`src/nnr_pkg.sv`:
```
`timescale 1ns / 1ps
// ----------------------------------------------------------------------------
// nnr_pkg
// Shared types, widths and codes for the nearest neighbour recommender.
// ----------------------------------------------------------------------------
package nnr_pkg;

    // Store geometry
    localparam int MAX_USERS  = 64;
    localparam int MAX_BOOKS  = 128;
    localparam int UIDX_W     = $clog2(MAX_USERS);
    localparam int BIDX_W     = $clog2(MAX_BOOKS);
    localparam int ADDR_W     = UIDX_W + BIDX_W;
    localparam int RATE_W     = 4;
    localparam int DEPTH      = MAX_USERS * MAX_BOOKS;

    // Counter and register widths (counters can hold the full count)
    localparam int NU_W       = UIDX_W + 1;
    localparam int NB_W       = BIDX_W + 1;
    localparam int RESULT_CAP = 16;
    localparam int CAP_W      = 5;
    localparam int CFG_W      = 8;
    localparam int CFG_IDX_W  = 2;

    // Squared difference is at most 10*10, the sum at most MAX_BOOKS*100
    localparam int SQ_W       = 7;
    localparam int SSD_W      = $clog2(MAX_BOOKS * 100 + 1);

    // Result kinds
    localparam logic [1:0] KIND_OK     = 2'd0;
    localparam logic [1:0] KIND_REJECT = 2'd1;
    localparam logic [1:0] KIND_REC    = 2'd2;
    localparam logic [1:0] KIND_NONE   = 2'd3;

    // Actions
    localparam logic ACT_WRITE = 1'b0;
    localparam logic ACT_QUERY = 1'b1;

    // Register indexes
    localparam logic [CFG_IDX_W-1:0] CFG_NUM_USERS  = 2'd0;
    localparam logic [CFG_IDX_W-1:0] CFG_NUM_BOOKS  = 2'd1;
    localparam logic [CFG_IDX_W-1:0] CFG_MAX_RECS   = 2'd2;
    localparam logic [CFG_IDX_W-1:0] CFG_LIKE_THRSH = 2'd3;

    // Command transfer
    typedef struct packed {
        logic                     action;
        logic [UIDX_W-1:0]        user_index;
        logic [BIDX_W-1:0]        book_index;
        logic signed [RATE_W-1:0] rating_value;
    } cmd_t;

    // Result transfer
    typedef struct packed {
        logic [1:0]        kind;
        logic [BIDX_W-1:0] rec_book;
        logic [UIDX_W-1:0] neighbour;
        logic              last;
    } res_t;

    // Effective (saturated) settings seen by the query engine
    typedef struct packed {
        logic [NU_W-1:0]          nu;
        logic [NB_W-1:0]          nbk;
        logic [CAP_W-1:0]         cap;
        logic signed [RATE_W-1:0] thr;
    } qcfg_t;

    // Query launch
    typedef struct packed {
        logic              go;
        logic [UIDX_W-1:0] user;
    } qreq_t;

endpackage

```
`src/nnr_query.sv`:
```
`timescale 1ns / 1ps
// ----------------------------------------------------------------------------
// nnr_query
// Query engine: scans every other user for the smallest sum of squared rating
// differences, then walks the books to emit recommendations.
// ----------------------------------------------------------------------------
module nnr_query (
    input  logic                          clk,
    input  logic                          rst_n,
    input  nnr_pkg::qreq_t                req,
    input  nnr_pkg::qcfg_t                cfg,
    output logic [nnr_pkg::ADDR_W-1:0]    raddr_q,
    input  logic [nnr_pkg::RATE_W-1:0]    rdata_q,
    output logic [nnr_pkg::ADDR_W-1:0]    raddr_n,
    input  logic [nnr_pkg::RATE_W-1:0]    rdata_n,
    output logic                          busy,
    output nnr_pkg::res_t                 res,
    output logic                          res_valid
);
    import nnr_pkg::*;

    typedef enum logic [3:0] {
        ST_IDLE = 4'b0001,
        ST_SCAN = 4'b0010,
        ST_PICK = 4'b0100,
        ST_EMIT = 4'b1000
    } qstate_t;

    qstate_t           state_reg, state_next;
    logic [UIDX_W-1:0] user_reg, user_next;
    logic [NU_W-1:0]   i_reg, i_next;
    logic [NB_W-1:0]   b_reg, b_next;
    logic [SSD_W-1:0]  acc_reg, acc_next;
    logic [SSD_W-1:0]  best_reg, best_next;
    logic              found_reg, found_next;
    logic [UIDX_W-1:0] nb_reg, nb_next;
    logic              rd_valid_reg, rd_valid_next;
    logic              rd_last_reg, rd_last_next;
    logic              rd_use_reg, rd_use_next;
    logic [UIDX_W-1:0] rd_user_reg, rd_user_next;
    logic [BIDX_W-1:0] rd_book_reg, rd_book_next;
    logic [CAP_W-1:0]  count_reg, count_next;
    logic              pend_valid_reg, pend_valid_next;
    logic [BIDX_W-1:0] pend_book_reg, pend_book_next;
    res_t              res_reg, res_next;
    logic              res_valid_reg, res_valid_next;

    logic signed [RATE_W-1:0] q_rating, n_rating;
    logic signed [RATE_W:0]   diff;
    logic signed [9:0]        prod;
    logic [SQ_W-1:0]          sq;
    logic [SSD_W-1:0]         total;
    logic [NB_W-1:0]          b_last;
    logic                     emit_done;
    logic                     liked;

    // Read addresses: querier row and candidate/neighbour row
    assign raddr_q = {user_reg, b_reg[BIDX_W-1:0]};
    assign raddr_n = {(state_reg == ST_EMIT) ? nb_reg : i_reg[UIDX_W-1:0],
                      b_reg[BIDX_W-1:0]};

    // Squared difference of the returned pair
    assign q_rating = rdata_q;
    assign n_rating = rdata_n;
    assign diff     = {q_rating[RATE_W-1], q_rating} - {n_rating[RATE_W-1], n_rating};
    assign prod     = diff * diff;
    assign sq       = rd_use_reg ? prod[SQ_W-1:0] : '0;
    assign total    = acc_reg + SSD_W'(sq);

    // Per-user book sweep covers at least one slot so empty rows still compare
    assign b_last    = (cfg.nbk == '0) ? '0 : cfg.nbk - NB_W'(1);
    assign emit_done = (b_reg >= cfg.nbk) || (count_reg >= cfg.cap);
    assign liked     = (q_rating == '0) && (n_rating >= cfg.thr);

    // Sequencer
    always_comb
    begin
        state_next      = state_reg;
        user_next       = user_reg;
        i_next          = i_reg;
        b_next          = b_reg;
        acc_next        = acc_reg;
        best_next       = best_reg;
        found_next      = found_reg;
        nb_next         = nb_reg;
        rd_valid_next   = 1'b0;
        rd_last_next    = rd_last_reg;
        rd_use_next     = rd_use_reg;
        rd_user_next    = rd_user_reg;
        rd_book_next    = rd_book_reg;
        count_next      = count_reg;
        pend_valid_next = pend_valid_reg;
        pend_book_next  = pend_book_reg;
        res_next        = res_reg;
        res_valid_next  = 1'b0;

        unique case (state_reg)
            ST_IDLE:
            begin
                if (req.go)
                begin
                    user_next  = req.user;
                    i_next     = '0;
                    b_next     = '0;
                    acc_next   = '0;
                    found_next = 1'b0;
                    nb_next    = '0;
                    state_next = ST_SCAN;
                end
            end

            ST_SCAN:
            begin
                // Returned data: accumulate, compare at end of row
                if (rd_valid_reg)
                begin
                    if (rd_last_reg)
                    begin
                        acc_next = '0;
                        if (!found_reg || (total <= best_reg))
                        begin
                            best_next  = total;
                            nb_next    = rd_user_reg;
                            found_next = 1'b1;
                        end
                    end
                    else
                    begin
                        acc_next = total;
                    end
                end
                // Issue next read
                if (i_reg >= cfg.nu)
                begin
                    state_next = ST_PICK;
                end
                else if (i_reg[UIDX_W-1:0] == user_reg)
                begin
                    i_next = i_reg + NU_W'(1);
                end
                else
                begin
                    rd_valid_next = 1'b1;
                    rd_last_next  = (b_reg == b_last);
                    rd_use_next   = (cfg.nbk != '0);
                    rd_user_next  = i_reg[UIDX_W-1:0];
                    if (b_reg == b_last)
                    begin
                        b_next = '0;
                        i_next = i_reg + NU_W'(1);
                    end
                    else
                    begin
                        b_next = b_reg + NB_W'(1);
                    end
                end
            end

            ST_PICK:
            begin
                if (!found_reg)
                begin
                    res_next       = '{kind: KIND_NONE, rec_book: '0, neighbour: '0, last: 1'b1};
                    res_valid_next = 1'b1;
                    state_next     = ST_IDLE;
                end
                else
                begin
                    b_next          = '0;
                    count_next      = '0;
                    pend_valid_next = 1'b0;
                    state_next      = ST_EMIT;
                end
            end

            ST_EMIT:
            begin
                // A qualifying book pushes out the one held back before it
                if (rd_valid_reg && liked && (count_reg < cfg.cap))
                begin
                    count_next = count_reg + CAP_W'(1);
                    if (pend_valid_reg)
                    begin
                        res_next = '{kind: KIND_REC, rec_book: pend_book_reg,
                                     neighbour: nb_reg, last: 1'b0};
                        res_valid_next = 1'b1;
                    end
                    pend_valid_next = 1'b1;
                    pend_book_next  = rd_book_reg;
                end
                if (emit_done && !rd_valid_reg)
                begin
                    if (pend_valid_reg)
                    begin
                        res_next = '{kind: KIND_REC, rec_book: pend_book_reg,
                                     neighbour: nb_reg, last: 1'b1};
                    end
                    else
                    begin
                        res_next = '{kind: KIND_NONE, rec_book: '0,
                                     neighbour: nb_reg, last: 1'b1};
                    end
                    res_valid_next = 1'b1;
                    state_next     = ST_IDLE;
                end
                else if (!emit_done)
                begin
                    rd_valid_next = 1'b1;
                    rd_book_next  = b_reg[BIDX_W-1:0];
                    b_next        = b_reg + NB_W'(1);
                end
            end

            default:
            begin
                state_next = ST_IDLE;
            end
        endcase
    end

    // Control state
    always_ff @(posedge clk or negedge rst_n)
    begin
        if (!rst_n)
        begin
            state_reg      <= ST_IDLE;
            rd_valid_reg   <= 1'b0;
            res_valid_reg  <= 1'b0;
            found_reg      <= 1'b0;
            pend_valid_reg <= 1'b0;
            count_reg      <= '0;
        end
        else
        begin
            state_reg      <= state_next;
            rd_valid_reg   <= rd_valid_next;
            res_valid_reg  <= res_valid_next;
            found_reg      <= found_next;
            pend_valid_reg <= pend_valid_next;
            count_reg      <= count_next;
        end
    end

    // Datapath registers
    always_ff @(posedge clk)
    begin
        user_reg      <= user_next;
        i_reg         <= i_next;
        b_reg         <= b_next;
        acc_reg       <= acc_next;
        best_reg      <= best_next;
        nb_reg        <= nb_next;
        rd_last_reg   <= rd_last_next;
        rd_use_reg    <= rd_use_next;
        rd_user_reg   <= rd_user_next;
        rd_book_reg   <= rd_book_next;
        pend_book_reg <= pend_book_next;
        res_reg       <= res_next;
    end

    assign busy      = (state_reg != ST_IDLE);
    assign res       = res_reg;
    assign res_valid = res_valid_reg;

`ifndef SYNTHESIS
    // The final result of a query leaves the engine idle
    a_last_idle: assert property (@(posedge clk) disable iff (!rst_n)
        res_valid_reg && res_reg.last |-> state_reg == ST_IDLE)
        else $error("query ended without returning to idle");

    // Recommendations never outnumber the cap
    a_count_cap: assert property (@(posedge clk) disable iff (!rst_n)
        state_reg == ST_EMIT |-> count_reg <= cfg.cap)
        else $error("recommendation count above cap");

    // A recommendation needs a neighbour
    a_rec_found: assert property (@(posedge clk) disable iff (!rst_n)
        res_valid_reg && res_reg.kind == KIND_REC |-> found_reg)
        else $error("recommendation without neighbour");
`endif

endmodule

```
`config.mk`:
```
export PLATFORM = sky130hd
export DESIGN_NAME = nnr_query
export DESIGN_NICKNAME = d
export VERILOG_FILES = /design/src/nnr_pkg.sv /design/src/nnr_query.sv
export SDC_FILE = /design/constraint.sdc
export NUM_CORES = 1
export LEC_CHECK = 0
export BUFFER_PORTS_ARGS = -buffer_cell sky130_fd_sc_hd__buf_2
export CAP_MARGIN = 10
export CORE_ASPECT_RATIO = 1.75
export CORE_MARGIN = 2
export CORE_UTILIZATION = 52
export DETAILED_ROUTE_END_ITERATION = 8
export PLACE_DENSITY = 0.83
export SLEW_MARGIN = 20
export SYNTH_ARGS = -nofsm -noshare
export SYNTH_HDL_FRONTEND = slang
export SYNTH_SLANG_ARGS = --single-unit
```
`constraint.sdc`:
```
create_clock -name clk -period 9.65 [get_ports clk]
set_input_delay 0.965 -clock clk [delete_from_list [all_inputs] [get_ports clk]]
set_output_delay 0.965 -clock clk [all_outputs]
set_load 0.02 [all_outputs]
```
# After elaboration in Yosys (flattened, before gate mapping)
# Index checks and enable logic that the tools add are counted.
[classes]
n_addsub = 6
mul = 1
n_lt_le_gt_ge = 6
eq_ne = 23
n_mux = 57
n_bitwise = 4
reduce_logical = 26
[op_table]
columns = ["operator", "count"]
rows = [
  ["16-bit two-way mux", 4],
  ["8-bit two-way mux", 8],
  ["14-bit two-way mux", 3],
  ["7-bit two-way mux", 5],
  ["16-bit one-hot mux with 2 select lines", 1],
  ["8-bit one-hot mux with 4 select lines", 1],
  ["6-bit two-way mux", 5],
  ["14-bit one-hot mux with 2 select lines", 1],
  ["2-bit inequality test (second input constant)", 11],
  ["4-bit two-way mux", 4],
  ["4-bit one-hot mux with 4 select lines", 1],
  ["15-bit two-way mux", 1],
  ["3-bit AND reduction", 5],
  ["14-bit by 7-bit adder with 14-bit output", 1],
  ["14-bit less-or-equal comparator", 1],
  ["1-bit two-way mux", 14],
  ["7-bit one-hot mux with 2 select lines", 1],
  ["6-bit one-hot mux with 2 select lines", 1],
  ["4-bit AND reduction", 3],
  ["5-bit two-way mux", 2],
  ["5-bit one-hot mux with 2 select lines", 1],
  ["8-bit by 1-bit adder with 8-bit output (second input constant)", 1],
  ["8-bit equality test", 1],
  ["8-bit greater-or-equal comparator", 1],
  ["32 further kinds", 46],
]
[word_totals]
regBits = 106
out_inout_bits = 44
wordCells = 144

# Depth between registers and ports, before layout
# Gate-level depths: netlist of the first run.
[depth]
ltp_word = 10
depth_mapped = 32

# Worst setup path after synthesis of the first run
# Ideal clock, no wire load.
[synth_timing]
kind = "in2reg"
start = "input port rdata_q[0] (netlist name)"
end = "register best_reg[0] (enable)"
setup_ps = 384
arrival_time_ps = 7709
t_required_ps = 9266
slack_ps = 1557
cell_stages = 31
cell_sequence = "inv_1 ha_1 inv_1 fa_1 a2111oi_0 a21oi_1 or2_2 fa_1 inv_1 fa_1 fa_1 ha_1 a21o_1 a21oi_1 xnor2_1 xnor2_1 nand3_1 and3b_1 ha_1 clkbuf_1 a21oi_1 o32ai_1 a21o_1 nand3_1 xnor2_1 ha_1 nand3_1 nor3_1 a21o_1 a31oi_1 nor2_1"
[synth_between]
elab_chain_cells = 7
[synth_rtl]
columns = ["item", "line", "rtl"]
rows = [
  ["start, declared", "nnr_query.sv:13", "input logic [nnr_pkg::RATE_W-1:0] rdata_q,"],
  ["4-bit by 4-bit subtractor with 5-bit output", "nnr_query.sv:65", "assign diff = {q_rating[RATE_W-1], q_rating} - {n_rating[RATE_W-1], n_rating};"],
  ["5-bit by 5-bit multiplier with 7-bit output", "nnr_query.sv:66", "assign prod = diff * diff;"],
  ["7-bit two-way mux", "nnr_query.sv:67", "assign sq = rd_use_reg ? prod[SQ_W-1:0] : '0;"],
  ["14-bit by 7-bit adder with 14-bit output", "nnr_query.sv:68", "assign total = acc_reg + SSD_W'(sq);"],
  ["net total[13]", "nnr_query.sv:52", "logic [SSD_W-1:0] total;"],
  ["14-bit less-or-equal comparator", "nnr_query.sv:120", "if (!found_reg || (total <= best_reg))"],
  ["1-bit logical OR", "nnr_query.sv:120", ""],
  ["4-bit AND reduction (no line)", "-", ""],
  ["end signal, assigned", "nnr_query.sv:251", "best_reg <= best_next;"],
  ["end, declared", "nnr_query.sv:34", "logic [SSD_W-1:0] best_reg, best_next;"],
]
# The timed path passes the listed nets, and every way through them passes these cells.
# A chain may end at the register's enable or synchronous reset.

# Worst setup path in the final report of the first run
[layout_timing]
start = "input port rdata_q[0] (netlist name)"
end = "register nb_reg[3] (enable)"
[layout_between]
elab_chain_cells = 8
[layout_rtl]
columns = ["item", "line", "rtl"]
rows = [
  ["4-bit by 4-bit subtractor with 5-bit output", "nnr_query.sv:65", ""],
  ["5-bit by 5-bit multiplier with 7-bit output", "nnr_query.sv:66", ""],
  ["7-bit two-way mux", "nnr_query.sv:67", ""],
  ["14-bit by 7-bit adder with 14-bit output", "nnr_query.sv:68", ""],
  ["net total[13]", "nnr_query.sv:52", ""],
  ["14-bit less-or-equal comparator", "nnr_query.sv:120", ""],
  ["1-bit logical OR", "nnr_query.sv:120", ""],
  ["2-bit inequality test (no line)", "-", ""],
  ["5-bit AND reduction (no line)", "-", ""],
  ["end signal, assigned", "nnr_query.sv:252", "nb_reg <= nb_next;"],
  ["end, declared", "nnr_query.sv:36", "logic [UIDX_W-1:0] nb_reg, nb_next;"],
]
# The timed path passes the listed nets, and every way through them passes these cells.

==> results of run 1 <==
-- metrics by stage --
stage / power (mW) / utilization (%) / cells / hold WS [ns]
finish: 1.79 / 59.0 / 839 / 0.423
CTS: 1.80 / 59.0 / 839 / 0.429
floorplan: 1.24 / - / 595 / 0.400
global route: 1.89 / 59.0 / 839 / 0.442
detailed placement: 1.43 / 56.6 / 823 / 0.411
global placement: 1.39 / 56.6 / 823 / 0.400
-- power by group through the flow --
stage | sequential, mW | clock [mW] | combinational (mW)
after floorplan | 0.674 | 0 | 0.562
after global placement | 0.699 | 0 | 0.687
after detailed placement | 0.706 | 0 | 0.722
after CTS | 0.697 | 0.368 | 0.730
after global routing | 0.708 | 0.385 | 0.800
final | 0.697 | 0.368 | 0.730
-- cell families (layout without fill, tap and decap cells) --
kind of cell,after synthesis,count (layout),synth area share (%)
AOI/OAI and AO/OA,124,124,12.8
xor gates and xnor gates,41,41,5.53
adders and majority gates,66,66,13.6
buffers and inverters,96,172,6.47
DFF,105,105,47.6
muxes,2,2,0.327
other,2,3,0.116
and+or+nand+nor,158,158,13.5
-- critical path, delay by kind of cell --
family / cells / cell delay [ns]
and+or+nand+nor: 6 / 1.15
xor gates and xnor gates: 3 / 0.52
AOI/OAI and AO/OA: 10 / 2.50
adders and majority gates: 8 / 3.09
buffers and inverters: 4 / 0.27
-- cell type report --
type	count	area, µm²	area share, %
sequential	105	3090	42.3
clock buffer	10	229	3.14
inverter	69	259	3.55
tap	168	210	2.88
timing repair buffer	87	445	6.11
clock inverter	6	67.6	0.926
multi-input combinational	394	2990	41.0
-- cells in the mapped netlist (all sizes together), types with 12 or more instances --
master | number | share of area [%]
edfxtp | 92 | 43
a21oi | 31 | 2.4
xnor2 | 25 | 3.4
nand3 | 22 | 1.9
nand2 | 21 | 1.2
buf | 16 | 1.8
a21o | 21 | 2.4
nor2 | 25 | 1.4
ha | 58 | 11
inv | 69 | 4.0
xor2 | 16 | 2.2
dfrtp | 12 | 4.6
o21ai | 21 | 1.6
and2 | 27 | 2.6
-- worst paths after layout --
| path | start | to | depth (start not counted) |
|---|---|---|---|
| setup reg to reg | rd_use_reg | nb_reg[3] | 15 |
| hold / removal | rd_book_reg[5] | pend_book_reg[5] | 0 |
| hold reg to reg | rd_book_reg[5] | pend_book_reg[5] | 0 |
| min in group asynchronous | rst_n | count_reg[0] | 1 |
| setup / recovery | rdata_q[0] | nb_reg[3] | 31 |
| max in group asynchronous | rst_n | state_reg[0] | 1 |
-- cell usage in the layout, fill, tap and decap left out, types with 9 or more instances in the layout --
master                       n
sky130_fd_sc_hd__a21o_1     21
sky130_fd_sc_hd__dfrtp_1    12
sky130_fd_sc_hd__o21ai_0    20
sky130_fd_sc_hd__clkbuf_16   9
sky130_fd_sc_hd__nand2b_1   11
sky130_fd_sc_hd__a21oi_1    31
sky130_fd_sc_hd__nor3_1      9
sky130_fd_sc_hd__inv_1      69
sky130_fd_sc_hd__and2_1     27
sky130_fd_sc_hd__xor2_1     16
sky130_fd_sc_hd__and3_1     10
sky130_fd_sc_hd__nand2_1    21
sky130_fd_sc_hd__buf_2      83
sky130_fd_sc_hd__nand3_1    21
sky130_fd_sc_hd__ha_1       58
sky130_fd_sc_hd__nor2_1     25
sky130_fd_sc_hd__edfxtp_1   92
sky130_fd_sc_hd__xnor2_1    25
-- routing by layer --
layer  routed length [µm]  vias to the layer above
met2                 7770                      157
met1                 4870                     2246
li1                     -                     2241
met3                  542                       36
met5                    0                        -
met4                  573                        0
==> out/summary.json, run 1 <==
{
  "run_status": {"value": "completed"},
  "internal_power_consumption": {"value": 1.10, "unit": "mW"},
  "p_clk_share": {"value": 20.5, "unit": "%"},
  "grt_use_met3": {"value": 2.50, "unit": "%"},
  "critical_path.max_stage_delay": {"value": 0.74, "unit": "ns"},
  "powerDensity": {"value": 246, "unit": "nW/µm²"},
  "largest_register_ffs": {"value": 15},
  "io_buffer_count": {"value": 83},
  "setup.reg_to_reg.worst_slack": {"value": 5.46, "unit": "ns"},
  "detailroute.via_count": {"value": 4680},
  "clk_pin_slew": {"value": 0.07, "unit": "ns"},
  "synth_to_final_area_change": {"value": 12.3, "unit": "%"},
  "minimum_period_implied_by_the_final_worst_setup_slack": {"value": 8.53, "unit": "ns"},
  "cp-end-kind": {"value": "flop"},
  "core_area": {"value": 12400, "unit": "µm²"},
  "timing.hold.worst.class": {"value": "flop to flop"},
  "drtIter0Drc": {"value": 297},
  "grt_first_pass_wirelength": {"value": 22.0, "unit": "mm"},
  "number_of_diodes_added_for_antenna_fixing": {"value": 0},
  "post_detailed_route_wirelength_per_cell": {"value": 16.4, "unit": "µm"},
  "crit_fanout": {"value": 7},
  "pwr-share-comb": {"value": 40.7, "unit": "%"},
  "hold_viol": {"value": 0},
  "grt_setup_unrepaired": {"value": "no"},
  "design.portCount": {"value": 85},
  "die_w": {"value": 88.5, "unit": "µm"},
  "overflow": {"value": 0},
  "globalRouteMet1Util": {"value": 21.3, "unit": "%"},
  "grt_pass1_vias": {"value": 4796},
  "grtUsageMet2": {"value": 40.2, "unit": "%"},
  "p_sw": {"value": 0.691, "unit": "mW"},
  "detail_route.vias_per_cell": {"value": 5.58},
  "gp_congestion": {"value": 0.892},
  "postSynth.topFlopCell": {"value": "sky130_fd_sc_hd__edfxtp_1"},
  "sequential_share_of_the_synthesized_area": {"value": 47.6, "unit": "%"},
  "clock_sink_count": {"value": 105},
  "cp_data_required_time": {"value": 9.63, "unit": "ns"},
  "timing.max_cap.violations": {"value": 0},
  "ant_nets": {"value": 0},
  "postCtsResizedCells": {"value": 0},
  "dieArea": {"value": 13400, "unit": "µm²"},
  "report.final.slew_viol_count": {"value": 0},
  "num-fill-cells": {"value": 1009},
  "synth-seq-cells": {"value": 105},
  "setup_slack": {"value": 1.12, "unit": "ns"},
  "critPathKind": {"value": "primary input to flop"},
  "peak_ir_drop_on_the_vdd_network": {"value": 0.105, "unit": "mV"},
  "critPathLaunchType": {"value": "primary input"},
  "ctsLongestPathBuffers": {"value": 2},
  "leakage_power_figure": {"value": 3.22, "unit": "nW"},
  "fin_crit_sh": {"value": 88.4, "unit": "%"},
  "worst-slew-pin-transition": {"value": 1.13, "unit": "ns"},
  "cts_tree": {"value": "built"},
  "grt_antenna_before_repair": {"value": 0},
  "layout.cell_area.non_filler": {"value": 7290, "unit": "µm²"},
  "mapped_cell_area": {"value": 6490, "unit": "µm²"},
  "clock_tree.root_cell": {"value": "sky130_fd_sc_hd__clkbuf_16"},
  "ys_types": {"value": 59},
  "synth-edff-count": {"value": 92},
  "critical_path.slowest_cell": {"value": "sky130_fd_sc_hd__a221oi_1"},
  "synth_area_per_cell": {"value": 10.9, "unit": "µm²"},
  "gr_util_all_layers": {"value": 21.2, "unit": "%"},
  "timing.max_slew.rel_slack": {"value": 24.3, "unit": "%"},
  "dpl.hpwl": {"value": 10.9, "unit": "mm"},
  "async_reset_ff_share": {"value": 12.4, "unit": "%"},
  "cts_made_buffers": {"value": 9},
  "effective_utilization_at_floorplan": {"value": 52.5, "unit": "%"},
  "busiest_layer": {"value": "met2"},
  "rows": {"value": 54},
  "post_cts.repair.setup_buffers": {"value": 0},
  "totalWireLength": {"value": 13.8, "unit": "mm"},
  "fmax": {"value": 117, "unit": "MHz"},
  "pre_cts_slack": {"value": 0.779, "unit": "ns"},
  "report.final.setup_viol": {"value": 0},
  "cp_data_arrival_time": {"value": 8.51, "unit": "ns"},
  "dieHeight": {"value": 152, "unit": "µm"},
  "switching_share": {"value": 38.5, "unit": "%"},
  "post_synth_inst_count": {"value": 594},
  "synth.yosys.warnings": {"value": 0},
  "drt_pass1_iterations": {"value": 5},
  "seq_power_share": {"value": 38.8, "unit": "%"},
  "fin_skew": {"value": 0.00649, "unit": "ns"},
  "post_cts_hold_buffer_count": {"value": 0},
  "final_nets": {"value": 773},
  "drc": {"value": 0},
  "grt_start_max_net_pins": {"value": 21},
  "h-tree-depth": {"value": 3},
  "detailed_place.area": {"value": 7000, "unit": "µm²"},
  "clock_insertion_delay_worst_skew": {"value": 0.35, "unit": "ns"},
  "drive_gt1_share": {"value": 17.1, "unit": "%"},
  "tns": {"value": 0, "unit": "ns"}
}
(Power assumes the default switching activity.)
==> run 2, diff against run 1 <==
Clock period 9.65 ns to 10.24 ns, I/O delays scaled along.
==> run 2 against run 1 <==
  * Sequential cell count unchanged
  * Global-route usage about the same
  * First-iteration DRC count up 0.34%
  * Routed wire length down 1.1%
  * Register-to-register slack better by 0.37 ns
  * Total power down 6.8%
  * Clock skew up 0.0030 ns
  * Cell area down 0.39%
  * Worst hold slack about the same
  * Sequential share of layout area up 0.17 points
  * Critical endpoint is now best_reg[12]
  * Largest cell class unchanged
  * Largest power group unchanged
==> out/summary.json, run 2 (synthesized netlist as in run 1, its figures left out) <==
{
  "run_status": {"value": "completed"},
  "drtIter0Drc": {"value": 298, "change": "+0.34%"},
  "hold_viol": {"value": 0, "change": "unchanged"},
  "internal_power_consumption": {"value": 1.02, "unit": "mW", "change": "-7.8%"},
  "drt-met1-wl": {"value": 4.94, "unit": "mm", "change": "+1.5%"},
  "ant_nets": {"value": 0, "change": "unchanged"},
  "leakage_power_figure": {"value": 3.21, "unit": "nW", "change": "-0.31%"},
  "clock_insertion_delay_worst_skew": {"value": 0.35, "unit": "ns", "change": "about the same"},
  "grt_first_pass_wirelength": {"value": 22.4, "unit": "mm", "change": "+1.5%"},
  "setup_slack": {"value": 1.67, "unit": "ns", "change": "+0.554 ns"},
  "grt_pass1_vias": {"value": 4869, "change": "+1.5%"},
  "worst-slew-pin-transition": {"value": 1.09, "unit": "ns", "change": "-0.0380 ns"},
  "seq_power_share": {"value": 39.2, "unit": "%", "change": "+0.4 points"},
  "fin_crit_sh": {"value": 83.7, "unit": "%"},
  "timing.max_cap.violations": {"value": 0, "change": "unchanged"},
  "gp_congestion": {"value": 0.886, "change": "-0.64%"},
  "cp-startpoint": {"value": "rdata_q[0]"},
  "detail_route.vias_per_cell": {"value": 5.55, "change": "-0.53%"},
  "clock_sink_count": {"value": 105, "change": "unchanged"},
  "grt_setup_unrepaired": {"value": "no"},
  "design.portCount": {"value": 85, "change": "unchanged"},
  "drt_pass1_iterations": {"value": 4, "change": "-1"},
  "rows": {"value": 54, "change": "unchanged"},
  "minimum_period_implied_by_the_final_worst_setup_slack": {"value": 8.57, "unit": "ns"},
  "cts_made_buffers": {"value": 9, "change": "unchanged"},
  "tns": {"value": 0, "unit": "ns", "change": "unchanged"},
  "cp_data_required_time": {"value": 10.21, "unit": "ns", "change": "+0.58 ns"},
  "critPathKind": {"value": "primary input to flop"},
  "reg2reg_from": {"value": "rd_use_reg"},
  "crit-reg2reg-capture": {"value": "best_reg[12]"},
  "timing.hold.worst.class": {"value": "flop to flop"},
  "peak_ir_drop_on_the_vdd_network": {"value": 0.113, "unit": "mV", "change": "+6.8%"},
  "post_detailed_route_wirelength_per_cell": {"value": 16.3, "unit": "µm", "change": "-0.82%"},
  "worstRegToRegCells": {"value": 15, "change": "unchanged"},
  "clk_pin_slew": {"value": 0.07, "unit": "ns", "change": "about the same"},
  "dieHeight": {"value": 152, "unit": "µm", "change": "unchanged"},
  "cp-end-kind": {"value": "flop"},
  "effective_utilization_at_floorplan": {"value": 52.5, "unit": "%", "change": "unchanged"},
  "dpl.hpwl": {"value": 10.8, "unit": "mm", "change": "-0.84%"},
  "fmax": {"value": 117, "unit": "MHz"},
  "powerDensity": {"value": 230, "unit": "nW/µm²", "change": "-6.5%"},
  "wl_met2": {"value": 7.74, "unit": "mm", "change": "-0.32%"},
  "ctsLongestPathBuffers": {"value": 2, "change": "unchanged"},
  "report.final.slew_viol_count": {"value": 0, "change": "unchanged"},
  "timing.max_slew.rel_slack": {"value": 27.2, "unit": "%", "change": "+2.8 points"},
  "most_common_library_cell_in_the_layout_ignoring_fill_and_taps": {"value": "sky130_fd_sc_hd__edfxtp_1"},
  "clock_tree.root_cell": {"value": "sky130_fd_sc_hd__clkbuf_16"},
  "switching_share": {"value": 39.1, "unit": "%", "change": "+0.64 points"},
  "finalCoreUtilization": {"value": 58.8, "unit": "%", "change": "-0.23 points"},
  "largest_register_ffs": {"value": 15, "change": "unchanged"},
  "grt_start_max_net_pins": {"value": 21, "change": "unchanged"},
  "top_signal_layer_used": {"value": "met4"},
  "critical_path.slowest_cell": {"value": "sky130_fd_sc_hd__nor2_1"},
  "drive_gt1_share": {"value": 17.0, "unit": "%", "change": "-0.098 points"},
  "p_clk_share": {"value": 19.2, "unit": "%", "change": "-1.3 points"},
  "totalWireLength": {"value": 13.6, "unit": "mm", "change": "-1.1%"},
  "p_sw": {"value": 0.654, "unit": "mW", "change": "-5.3%"},
  "detailroute.via_count": {"value": 4644, "change": "-0.77%"},
  "report.final.setup_viol": {"value": 0, "change": "unchanged"},
  "overflow": {"value": 0, "change": "unchanged"},
  "drc": {"value": 0, "change": "unchanged"},
  "die_w": {"value": 88.5, "unit": "µm", "change": "unchanged"},
  "grt_antenna_before_repair": {"value": 0, "change": "unchanged"},
  "cts_tree": {"value": "built"},
  "postCtsResizedCells": {"value": 0, "change": "unchanged"},
  "io_buffer_count": {"value": 83, "change": "unchanged"},
  "pre_cts_slack": {"value": 1.34, "unit": "ns", "change": "+0.559 ns"},
  "post_cts.repair.setup_buffers": {"value": 0, "change": "unchanged"},
  "synth_to_final_area_change": {"value": 11.9, "unit": "%"},
  "post_cts_hold_buffer_count": {"value": 0, "change": "unchanged"},
  "pwr-share-comb": {"value": 41.6, "unit": "%", "change": "+0.9 points"},
  "num-fill-cells": {"value": 1023, "change": "+1.4%"},
  "gr_util_all_layers": {"value": 21.2, "unit": "%", "change": "-0.029 points"},
  "setup.reg_to_reg.worst_slack": {"value": 5.83, "unit": "ns", "change": "+0.37 ns"},
  "critical_path.max_stage_delay": {"value": 0.85, "unit": "ns", "change": "+0.11 ns"},
  "crit_fanout": {"value": 14, "change": "+7"},
  "met3WireLength": {"value": 397, "unit": "µm", "change": "-27%"},
  "commonest_cells_after_routing_fill_and_taps_aside": {"value": "92 x sky130_fd_sc_hd__edfxtp_1, 83 x sky130_fd_sc_hd__buf_2, 69 x sky130_fd_sc_hd__inv_1, 58 x sky130_fd_sc_hd__ha_1, 31 x sky130_fd_sc_hd__a21oi_1"},
  "core_area": {"value": 12400, "unit": "µm²", "change": "unchanged"},
  "h-tree-depth": {"value": 3, "change": "unchanged"},
  "number_of_diodes_added_for_antenna_fixing": {"value": 0, "change": "unchanged"},
  "cp_data_arrival_time": {"value": 8.54, "unit": "ns", "change": "+0.03 ns"},
  "fin_skew": {"value": 0.00945, "unit": "ns", "change": "+0.00296 ns"},
  "critPathLaunchType": {"value": "primary input"},
  "dieArea": {"value": 13400, "unit": "µm²", "change": "unchanged"},
  "hold_ws": {"value": 0.423, "unit": "ns", "change": "+0.000207 ns"},
  "final_nets": {"value": 772, "change": "-0.13%"},
  "crit_end": {"value": "best_reg[12]"}
}
## run 2: metrics by stage
step | area [µm²] | power (mW) | cells
3_3_place_gp | 6990 | 1.31 | 822
2_1_floorplan | 6500 | 1.17 | 595
6_report | 7270 | 1.67 | 837
4_1_cts | 7270 | 1.68 | 837
3_5_place_dp | 6990 | 1.35 | 822
5_1_grt | 7270 | 1.77 | 837
## run 2: critical path: cells and delay by family
kind	cells	cell delay (ns)
fa+ha+maj	8	3.07
simple gates	7	1.97
compound gates	9	1.67
xor+xnor	3	0.52
buf+inv	4	0.27
## run 2: per-layer routing
layer  vias to the layer above  GRT usage (%)
met5                         -              0
met4                         0           9.16
met3                        35           3.20
met2                       116           40.3
met1                      2250           21.8
li1                       2243              -
## run 2: final cells by class
| type | instances | area, µm² | share of cell area [%] |
|---|---|---|---|
| clock buffers | 9 | 225 | 3.10 |
| clock inverters | 6 | 50.0 | 0.689 |
| inverters | 69 | 259 | 3.56 |
| multi-input cells | 394 | 2990 | 41.2 |
| flip-flops and latches | 105 | 3090 | 42.5 |
| well taps | 168 | 210 | 2.89 |
| repair buffers | 86 | 438 | 6.03 |
## run 2: power by group through the flow
stage | clock network (mW) | registers [mW] | logic [mW]
2_1_floorplan | 0 | 0.635 | 0.530
3_3_place_gp | 0 | 0.659 | 0.648
3_5_place_dp | 0 | 0.664 | 0.690
4_1_cts | 0.326 | 0.655 | 0.699
5_1_grt | 0.343 | 0.666 | 0.766
6_report | 0.321 | 0.656 | 0.695
## run 2: worst min path at each step
stage	end	start	cells after the start	slack [ns]
finish	pend_book_reg[4]	rd_book_reg[4]	0	0.42
floorplan	pend_book_reg[0]	rd_book_reg[0]	0	0.40
detailed placement	pend_book_reg[4]	rd_book_reg[4]	0	0.41
CTS	pend_book_reg[4]	rd_book_reg[4]	0	0.42
global placement	pend_book_reg[4]	rd_book_reg[4]	0	0.40
global route	pend_book_reg[4]	rd_book_reg[4]	0	0.44
